==> src/sv/assert_macros.svh <==
// ----------------------------------------------------------------------------
// assert_macros
// Assertion helper macros used by acw_back.
// ----------------------------------------------------------------------------
`ifndef ASSERT_MACROS_SVH
`define ASSERT_MACROS_SVH

// Check that a property holds on every clock edge outside reset.
`define ACW_ASSERT(label, clk, rstn, prop, msg) \
    label: assert property (@(posedge clk) disable iff (!rstn) (prop)) else $error(msg);

// Check that a condition seen on one edge implies another condition on the next edge.
`define ACW_ASSERT_NEXT(label, clk, rstn, ante, cons, msg) \
    label: assert property (@(posedge clk) disable iff (!rstn) (ante) |=> (cons)) else $error(msg);

`endif

==> src/sv/acw_pkg.sv <==
// ----------------------------------------------------------------------------
// acw_pkg
// Types and constants shared by the angular collimator weight core.
// ----------------------------------------------------------------------------
package acw_pkg;

    localparam int ZW = 48;
    localparam int ZFRAC = 24;
    localparam int PRE_SHIFT = 20;
    localparam int TAB_LEN = 25;

    typedef enum logic [1:0] {
        ST_PASS   = 2'd0,
        ST_ABSORB = 2'd1,
        ST_MARKER = 2'd2
    } status_t;

    typedef enum logic [2:0] {
        REG_MODE  = 3'd0,
        REG_COUNT = 3'd1,
        REG_PEAK  = 3'd2,
        REG_HW    = 3'd3,
        REG_SPACE = 3'd4,
        REG_FIRST = 3'd5
    } reg_idx_t;

    // Item queued between front and back.
    typedef struct packed {
        logic        marker;
        logic [31:0] weight;
        logic [35:0] angle;
    } item_t;

    typedef enum logic [2:0] {
        BK_IDLE, BK_WALK, BK_DIV, BK_MUL, BK_OUT
    } back_state_t;

    function automatic logic signed [ZW-1:0] atan_entry(input int i);
        logic signed [ZW-1:0] r;
        case (i)
            0: r = 48'sd754974720;  1: r = 48'sd445687602;
            2: r = 48'sd235489088;  3: r = 48'sd119537938;
            4: r = 48'sd60000934;   5: r = 48'sd30029717;
            6: r = 48'sd15018523;   7: r = 48'sd7509720;
            8: r = 48'sd3754917;    9: r = 48'sd1877466;
            10: r = 48'sd938734;    11: r = 48'sd469367;
            12: r = 48'sd234684;    13: r = 48'sd117342;
            14: r = 48'sd58671;     15: r = 48'sd29335;
            16: r = 48'sd14668;     17: r = 48'sd7334;
            18: r = 48'sd3667;      19: r = 48'sd1833;
            20: r = 48'sd917;       21: r = 48'sd458;
            22: r = 48'sd229;       23: r = 48'sd115;
            24: r = 48'sd57;
            default: r = '0;
        endcase
        return r;
    endfunction

endpackage

==> src/sv/acw_front.sv <==
// ----------------------------------------------------------------------------
// acw_front
// Accept trajectories and compute the divergence angle by CORDIC vectoring.
// ----------------------------------------------------------------------------
module acw_front #(
    parameter int CORDIC_STEPS = 16,
    parameter int ANGLE_FRAC_BITS = 8
) (
    input  logic                aclk,
    input  logic                aresetn,
    input  logic                in_valid,
    output logic                in_ready,
    input  logic signed [17:0]  vel_x,
    input  logic signed [17:0]  vel_y,
    input  logic [31:0]         weight,
    input  logic                end_marker,
    output logic                q_valid,
    input  logic                q_ready,
    output acw_pkg::item_t      q_item
);
    import acw_pkg::*;

    localparam int STEPS = (CORDIC_STEPS > TAB_LEN) ? TAB_LEN : CORDIC_STEPS;
    localparam int SW = $clog2(STEPS + 1);
    localparam int SH = ZFRAC - ANGLE_FRAC_BITS;

    logic                 busy_reg, busy_next;
    logic                 done_reg, done_next;
    logic [SW-1:0]        step_reg, step_next;
    logic signed [ZW-1:0] x_reg, x_next, y_reg, y_next, z_reg, z_next;
    logic [31:0]          w_reg, w_next;
    logic                 mk_reg, mk_next;
    logic signed [ZW-1:0] xs, ys, vx, vy, zr;

    assign in_ready = !busy_reg && !done_reg;
    assign vx = ZW'(vel_x) <<< PRE_SHIFT;
    assign vy = ZW'(vel_y) <<< PRE_SHIFT;
    assign xs = x_reg >>> step_reg;
    assign ys = y_reg >>> step_reg;
    assign zr = (z_reg + (ZW'(1) <<< (SH - 1))) >>> SH;

    always_comb begin
        busy_next = busy_reg; done_next = done_reg; step_next = step_reg;
        x_next = x_reg; y_next = y_reg; z_next = z_reg;
        w_next = w_reg; mk_next = mk_reg;
        if (in_valid && in_ready) begin
            w_next = weight; mk_next = end_marker; step_next = '0; z_next = '0;
            x_next = vx; y_next = vy;
            if (end_marker || vel_y == 0) begin
                done_next = 1'b1;
                z_next = (vel_x < 0) ? (ZW'(180) <<< ZFRAC) : '0;
            end else begin
                busy_next = 1'b1;
                if (vel_x < 0) begin
                    x_next = -vx; y_next = -vy;
                    z_next = (vel_y >= 0) ? (ZW'(180) <<< ZFRAC) : -(ZW'(180) <<< ZFRAC);
                end
            end
        end else if (busy_reg) begin
            if (y_reg > 0) begin
                x_next = x_reg + ys; y_next = y_reg - xs;
                z_next = z_reg + atan_entry(int'(step_reg));
            end else begin
                x_next = x_reg - ys; y_next = y_reg + xs;
                z_next = z_reg - atan_entry(int'(step_reg));
            end
            step_next = step_reg + 1'b1;
            if (int'(step_reg) == STEPS - 1) begin
                busy_next = 1'b0; done_next = 1'b1;
            end
        end else if (done_reg && q_ready) begin
            done_next = 1'b0;
        end
    end

    always_ff @(posedge aclk) begin
        if (!aresetn) begin
            busy_reg <= 1'b0; done_reg <= 1'b0; step_reg <= '0;
        end else begin
            busy_reg <= busy_next; done_reg <= done_next; step_reg <= step_next;
        end
        x_reg <= x_next; y_reg <= y_next; z_reg <= z_next;
        w_reg <= w_next; mk_reg <= mk_next;
    end

    assign q_valid = done_reg;
    assign q_item.marker = mk_reg;
    assign q_item.weight = w_reg;
    assign q_item.angle = zr[35:0];
endmodule

==> src/sv/acw_queue.sv <==
// ----------------------------------------------------------------------------
// acw_queue
// Two-entry queue between the angle front and the weight back end.
// ----------------------------------------------------------------------------
module acw_queue (
    input  logic           aclk,
    input  logic           aresetn,
    input  logic           wr_valid,
    output logic           wr_ready,
    input  acw_pkg::item_t wr_item,
    output logic           rd_valid,
    input  logic           rd_ready,
    output acw_pkg::item_t rd_item
);
    import acw_pkg::*;

    item_t       mem_reg [2];
    logic        wp_reg, rp_reg;
    logic [1:0]  cnt_reg;
    logic        wr, rd;

    assign wr_ready = cnt_reg != 2'd2;
    assign rd_valid = cnt_reg != 2'd0;
    assign rd_item = mem_reg[rp_reg];
    assign wr = wr_valid && wr_ready;
    assign rd = rd_valid && rd_ready;

    always_ff @(posedge aclk) begin
        if (!aresetn) begin
            wp_reg <= 1'b0; rp_reg <= 1'b0; cnt_reg <= '0;
        end else begin
            if (wr) wp_reg <= !wp_reg;
            if (rd) rp_reg <= !rp_reg;
            cnt_reg <= cnt_reg + {1'b0, wr} - {1'b0, rd};
        end
        if (wr) mem_reg[wp_reg] <= wr_item;
    end
endmodule

==> src/sv/acw_back.sv <==
// ----------------------------------------------------------------------------
// acw_back
// Walk the collimation centres, divide and scale the weight.
// ----------------------------------------------------------------------------
`include "assert_macros.svh"
module acw_back #(
    parameter int MAX_CENTERS = 64
) (
    input  logic           aclk,
    input  logic           aresetn,
    input  logic           q_valid,
    output logic           q_ready,
    input  acw_pkg::item_t q_item,
    input  logic           angular_mode,
    input  logic [6:0]     center_count,
    input  logic [16:0]    peak_transmission,
    input  logic [15:0]    half_width,
    input  logic signed [16:0] center_spacing,
    input  logic signed [16:0] first_center,
    output logic           out_valid,
    input  logic           out_ready,
    output logic [1:0]     out_status,
    output logic [31:0]    out_weight
);
    import acw_pkg::*;

    localparam int CW = 11;

    back_state_t st_reg, st_next;
    logic [CW-1:0]       j_reg, n_reg;
    logic signed [47:0]  c_reg, d, ad;
    logic signed [47:0]  ang_reg;
    logic [31:0]         w_reg;
    logic [33:0]         num_reg;  // partial remainder
    logic [33:0]         quo_reg;
    logic [5:0]          bit_reg;
    logic [49:0]         prod;
    logic [1:0]          stat_reg;
    logic [31:0]         wout_reg;
    logic signed [47:0]  pitch;
    logic [CW-1:0]       nsel;

    assign pitch = 48'(2 * $signed({1'b0, half_width})) + 48'(center_spacing);
    assign d = c_reg - ang_reg;
    assign ad = d[47] ? -d : d;

    always_comb begin
        if (angular_mode && center_count > 7'd1)
            nsel = (int'(center_count) > MAX_CENTERS) ? CW'(MAX_CENTERS) : CW'(center_count);
        else
            nsel = CW'(1);
    end

    assign q_ready = (st_reg == BK_IDLE);
    assign out_valid = (st_reg == BK_OUT);
    assign out_status = stat_reg;
    assign out_weight = wout_reg;
    assign prod = 50'(w_reg) * 50'(quo_reg[17:0]);

    always_comb begin
        st_next = st_reg;
        case (st_reg)
            BK_IDLE: if (q_valid) st_next = q_item.marker ? BK_OUT : BK_WALK;
            BK_WALK: if (ad < 48'($signed({1'b0, half_width}))) st_next = BK_DIV;
                     else if (j_reg == n_reg - 1'b1) st_next = BK_OUT;
            BK_DIV:  if (bit_reg == 6'd0) st_next = BK_MUL;
            BK_MUL:  st_next = BK_OUT;
            BK_OUT:  if (out_ready) st_next = BK_IDLE;
            default: st_next = BK_IDLE;
        endcase
    end

    always_ff @(posedge aclk) begin
        if (!aresetn) st_reg <= BK_IDLE;
        else st_reg <= st_next;
        case (st_reg)
            BK_IDLE: begin
                ang_reg <= 48'(signed'(q_item.angle));
                w_reg <= q_item.weight;
                wout_reg <= q_item.weight;
                stat_reg <= q_item.marker ? ST_MARKER : ST_ABSORB;
                j_reg <= '0;
                n_reg <= nsel;
                c_reg <= (angular_mode && center_count > 7'd1) ? 48'(first_center) : '0;
            end
            BK_WALK: begin
                j_reg <= j_reg + 1'b1;
                c_reg <= c_reg + pitch;
                // numerator = peak * (hw - d), 33 bits; divide bit by bit
                num_reg <= '0;
                quo_reg <= 34'(peak_transmission) * 34'(half_width - ad[15:0]);
                bit_reg <= 6'd33;
            end
            BK_DIV: begin
                // restoring division: quo_reg shifts out numerator, in quotient
                if ({num_reg[32:0], quo_reg[33]} >= 34'(half_width)) begin
                    num_reg <= {num_reg[32:0], quo_reg[33]} - 34'(half_width);
                    quo_reg <= {quo_reg[32:0], 1'b1};
                end else begin
                    num_reg <= {num_reg[32:0], quo_reg[33]};
                    quo_reg <= {quo_reg[32:0], 1'b0};
                end
                bit_reg <= bit_reg - 1'b1;
            end
            BK_MUL: begin
                stat_reg <= ST_PASS;
                wout_reg <= (prod[49:16] > 34'hFFFFFFFF) ? 32'hFFFFFFFF : prod[47:16];
            end
            default: ;
        endcase
    end

    `ACW_ASSERT(a_out_status, aclk, aresetn, !out_valid || out_status != 2'd3, "bad status")
    `ACW_ASSERT_NEXT(a_out_hold, aclk, aresetn, out_valid && !out_ready, out_valid, "result lost")
    `ACW_ASSERT(a_walk_bound, aclk, aresetn, st_reg != BK_WALK || j_reg < n_reg, "walk overrun")
endmodule

==> src/sv/angular_collimator_weight_core.sv <==
// ----------------------------------------------------------------------------
// angular_collimator_weight_core
// Angular collimator: CORDIC divergence angle, centre walk, weight scaling.
// ----------------------------------------------------------------------------
// Channel   Dir  Payload
// s_axis    in   tdata = vel_x[17:0], vel_y[35:18], weight[67:36]; tlast = end_marker
// m_axis    out  tdata = weight_out[31:0]; tuser = status[1:0]
// cfg       in   cfg_we, cfg_index (register list order), cfg_wdata
//
// A trajectory runs the CORDIC vectoring loop in the front; end markers and
// zero transverse velocity skip it. The back end takes the item, tries the
// centres in turn until one hits, runs the bit-serial divider, multiplies and
// presents the output; misses skip the divider and multiply, markers the walk too.
// Front and back overlap through a two-entry queue. Reset is synchronous,
// active low, and restores the register defaults.
// A stalled result holds the back end; the front keeps filling the queue until it is full.
module angular_collimator_weight_core #(
    parameter int MAX_CENTERS = 64,
    parameter int CORDIC_STEPS = 16,
    parameter int ANGLE_FRAC_BITS = 8
) (
    input  logic        aclk,
    input  logic        aresetn,
    input  logic        s_axis_tvalid,
    output logic        s_axis_tready,
    input  logic [71:0] s_axis_tdata,  // vel_x, vel_y, weight, zero fill
    input  logic        s_axis_tlast,  // end_marker
    output logic        m_axis_tvalid,
    input  logic        m_axis_tready,
    output logic [31:0] m_axis_tdata,  // weight_out
    output logic [1:0]  m_axis_tuser,  // status
    input  logic        cfg_we,
    input  logic [2:0]  cfg_index,
    input  logic [16:0] cfg_wdata
);
    import acw_pkg::*;

    logic               mode_reg;
    logic [6:0]         count_reg;
    logic [16:0]        peak_reg;
    logic [15:0]        hw_reg;
    logic signed [16:0] space_reg, first_reg;

    // Hold configuration; unknown indexes are dropped.
    always_ff @(posedge aclk) begin
        if (!aresetn) begin
            mode_reg <= 1'b0; count_reg <= 7'd1; peak_reg <= 17'd65536;
            hw_reg <= '0; space_reg <= '0; first_reg <= '0;
        end else if (cfg_we) begin
            case (reg_idx_t'(cfg_index))
                REG_MODE:  mode_reg <= cfg_wdata[0];
                REG_COUNT: count_reg <= cfg_wdata[6:0];
                REG_PEAK:  peak_reg <= cfg_wdata;
                REG_HW:    hw_reg <= cfg_wdata[15:0];
                REG_SPACE: space_reg <= cfg_wdata;
                REG_FIRST: first_reg <= cfg_wdata;
                default: ;
            endcase
        end
    end

    logic  f_valid, f_ready, b_valid, b_ready;
    item_t f_item, b_item;

    acw_front #(.CORDIC_STEPS(CORDIC_STEPS), .ANGLE_FRAC_BITS(ANGLE_FRAC_BITS)) u_front (
        .aclk, .aresetn,
        .in_valid(s_axis_tvalid), .in_ready(s_axis_tready),
        .vel_x(s_axis_tdata[17:0]), .vel_y(s_axis_tdata[35:18]),
        .weight(s_axis_tdata[67:36]), .end_marker(s_axis_tlast),
        .q_valid(f_valid), .q_ready(f_ready), .q_item(f_item)
    );

    acw_queue u_queue (
        .aclk, .aresetn,
        .wr_valid(f_valid), .wr_ready(f_ready), .wr_item(f_item),
        .rd_valid(b_valid), .rd_ready(b_ready), .rd_item(b_item)
    );

    acw_back #(.MAX_CENTERS(MAX_CENTERS)) u_back (
        .aclk, .aresetn,
        .q_valid(b_valid), .q_ready(b_ready), .q_item(b_item),
        .angular_mode(mode_reg), .center_count(count_reg),
        .peak_transmission(peak_reg), .half_width(hw_reg),
        .center_spacing(space_reg), .first_center(first_reg),
        .out_valid(m_axis_tvalid), .out_ready(m_axis_tready),
        .out_status(m_axis_tuser), .out_weight(m_axis_tdata)
    );
endmodule
==> config.mk <==
export PLATFORM = sky130hd
export DESIGN_NAME = angular_collimator_weight_core
export DESIGN_NICKNAME = d
export VERILOG_FILES = /design/src/sv/acw_pkg.sv /design/src/sv/acw_front.sv /design/src/sv/acw_queue.sv /design/src/sv/acw_back.sv /design/src/sv/angular_collimator_weight_core.sv
export VERILOG_INCLUDE_DIRS = /design/src /design/src/sv
export SDC_FILE = /design/constraint.sdc
export NUM_CORES = 2
export LEC_CHECK = 0
export ABC_AREA = 1
export BUFFER_PORTS_ARGS = -buffer_cell sky130_fd_sc_hd__buf_2
export CORE_ASPECT_RATIO = 1.5
export CORE_MARGIN = 10
export CORE_UTILIZATION = 52
export CTS_BUF_LIST = sky130_fd_sc_hd__clkbuf_16
export CTS_CLUSTER_SIZE = 12
export DETAILED_ROUTE_END_ITERATION = 6
export GPL_TIMING_DRIVEN = 0
export PLACE_DENSITY = 0.75
export SYNTH_ARGS = -nofsm -noshare
export SYNTH_HDL_FRONTEND = slang
export SYNTH_HIERARCHICAL = 1
export SYNTH_SLANG_ARGS = --single-unit
==> constraint.sdc <==
create_clock -name aclk -period 11.02 [get_ports aclk]
set_input_delay 1.102 -clock aclk [delete_from_list [all_inputs] [get_ports aclk]]
set_output_delay 1.102 -clock aclk [all_outputs]
set_load 0.1 [all_outputs]
==> flow_summary_export.csv <==
group,metric,value,unit
worst_setup_path,cpLargestDelayFamily,"adder cells",
worst_hold_path,min_path_type,"register to register",
global_routing,grt_overflow,0,
synth,synth_xor_area_share,2.96,%
worst_setup_path,crit_type,"register to register",
sta,fmax,0.0942,GHz
floorplan,fp.dieW,350,um
floorplan,num_rows,181,
synth,synth_compound_area_share,9.48,%
floorplan,die_area,181000,sq um
sta,setup_viol,0,
worst_setup_path,start_kind,"register",
floorplan,core,162000,sq um
sta,period_needed,10.61,ns
finish,finish.utilization,56.7,%
drt,ant_nets,0,
synth,synthAdderAreaFrac,26.6,%
status,violations,"max-capacitance violations, max-slew violations",
synth,synth.top_cells.by_area,"edfxtp_1, fa_1, nand2_1, inv_1, ha_1",
placed_design,pre_cts_ws,-1.58,ns
finish,syn2layout_area_growth,8.09,%
synth,synth_cells,11700,
floorplan,pin_count,134,
synth,yosys.area_share.simple,26.9,%
worst_setup_path,worst_ep_required_time,11.45,ns
global_routing,antenna_found_initial,14,
floorplan,die_h,516,um
clock_network,cts_hold_buf,0,
drt,viasPerCell,5.88,
global_routing,track_usage,39.1,%
clock_network,insertion_delay,0.74,ns
sta,tightest_slew,1.52,ns
sta,period_share,96.3,%
worst_setup_path,worst_path_max_delay_cell,"edfxtp_1",
clock_network,cts_root_buf,"clkbuf_16",
synth,synth_seq_area_share,22.4,%
status,status,"finished, violations left",
synth,yosys_warnings,6,
worst_setup_path,arrival,11.05,ns
synth,synth_cell_types,73,
placed_design,placed_area,88700,sq um
floorplan,initial_core_util,52.4,%
synth,synth_top_family_by_area,"simple AND/OR/NAND/NOR gates",
drt,drt_iter0_drc,7158,
synth,synth_edf_count,556,
worst_setup_path,cpMostUsedCell,"nand2_1",
sta,slew_viol_final,21,
drt,firstDrtPassIters,7,
synth,postSynthAreaPerCell,7.31,sq um
sta,hold_violations,0,
worst_setup_path,crit_fanout,10,
global_routing,grt_pass1_wl,523000,um
drt,avgRoutedWirePerCell,25.5,um
finish,largest_register_ff_count,138,
global_routing,grt_max_degree,71,
synth,syn_nets,13100,
clock_network,cts_buffer_depth,3,
synth,synth_seq_cells,676,
clock_network,cts_tree,"built",
worst_setup_path,crit_path_end_kind,"register",
finish,design_area,92000,sq um
sta,fin_worst_skew,0.0708,ns
placed_design,port_buffers,129,
drt,via_count,82700,
sta,postLayoutSetupSlackWorst,0.408,ns
worst_setup_path,rrSetupSlack,0.41,ns
synth,synth.area.mux_share,0.957,%
clock_network,cts.sinks,676,
drt,drc,0,
sta,max_slew_margin,-1.50,%
worst_setup_path,slowest_delay,0.57,ns
clock_network,htreeDepth,3,
drt,wl,358000,um
placed_design,gp_congestion,1.11,
clock_network,clk_pin_slew,0.07,ns
finish,fin_nets,13300,
clock_network,cts_buffers,76,
worst_setup_path,path_buf_inv,14,
finish,layout-drive-gt1-share,6.57,%
synth,yosysTopAreaCellShare,19.6,%
global_routing,grt_pass1_vias,84300,
synth,syn_area,85100,sq um
job,maxCapViolCount,2,
synth,synth_ff_type,"edfxtp_1",
synth,synth_top_cell_by_area,"edfxtp_1",
placed_design,dp_hpwl,297000,um
synth,synth_common_cells,"nand2_1, inv_1, nor2_1",
synth,yosysMostFrequentCell,"nand2_1",
synth,async_flop_share,0,%
## final cells by class
type	count	area (sq um)
flip-flops and latches	676	19100
diodes	9	22.5
well taps	2104	2630
repair buffers	173	1190
clock inverters	53	490
inverters	1959	7380
repair inverters	1	7.51
clock buffers	80	2000
multi-input cells	8621	57400
fillers	15300	70400
plain buffers	391	1790
## cell usage in the layout, fill, tap and decap left out, drive strengths merged, types with 28 or more instances in the layout
cell    instances
nand2        3053
inv          1967
nor2         1126
nand3         983
fa            798
a21oi         637
edfxtp        556
ha            534
o21ai         526
buf           338
clkbuf        306
xor2          168
dfxtp         120
xnor2         120
a31oi         118
nor3           99
nand4          78
mux2           69
or2            56
o21a           42
clkinv         34
nor4           30
o211ai         28
## metal layers
| layer | up-vias | GRT usage, % | wire length (um) | part of all wire [%] |
|---|---|---|---|---|
| met5 | - | 0 | 30 | 0.0084 |
| met2 | 4039 | 68.6 | 176000 | 49 |
| met4 | 4 | 38.5 | 43800 | 12 |
| li1 | 37600 | - | - | - |
| met1 | 39500 | 38.2 | 115000 | 32 |
| met3 | 1529 | 6.36 | 23400 | 6.5 |
## through the flow
stage	setup TNS, ns	hold slack [ns]	std cells
finish	0	0.431	14100
detailed placement	-19.12	0.432	13900
floorplan	0	0.421	11700
global route	-0.424	0.438	14100
CTS	0	0.422	14000
global placement	-15.49	0.426	13900
## worst paths after layout
path / startpoint / end / depth (start not counted)
setup / recovery: u_back/ang_reg[35] / u_back/quo_reg[33] / 57
setup reg to reg: u_back/ang_reg[35] / u_back/quo_reg[33] / 57
hold / removal: u_front/w_reg[22] / u_queue/mem_reg[0][58] / 0
hold reg to reg: u_front/w_reg[22] / u_queue/mem_reg[0][58] / 0
## worst reg2reg max path, delay by kind of cell (launching register included)
| family | cells | cell delay, ns |
|---|---|---|
| AND/OR/NAND/NOR | 20 | 2.46 |
| AO/OA/AOI/OAI | 12 | 1.55 |
| flip-flops | 1 | 0.57 |
| adder cells (fa/ha/maj) | 9 | 3.95 |
| XOR/XNOR | 2 | 0.38 |
| buffers and inverters | 14 | 1.43 |
## what timing repair did
action	4_1_cts	5_1_grt
pin swaps	5	25
setup buffers	14	18
gates cloned	1	1
resized for setup	52	74
setup endpoints to repair	20	14
## kinds of logic after synthesis
logic type	count (synthesis)
simple gates	5461
buf+inv	2354
compound gates	1471
fa+ha+maj	1332
flops	676
xor+xnor	288
mux	69
Power is left out: the tool's default activity adds up to more than one toggle a clock period on the data nets, which glitch-free logic cannot reach.
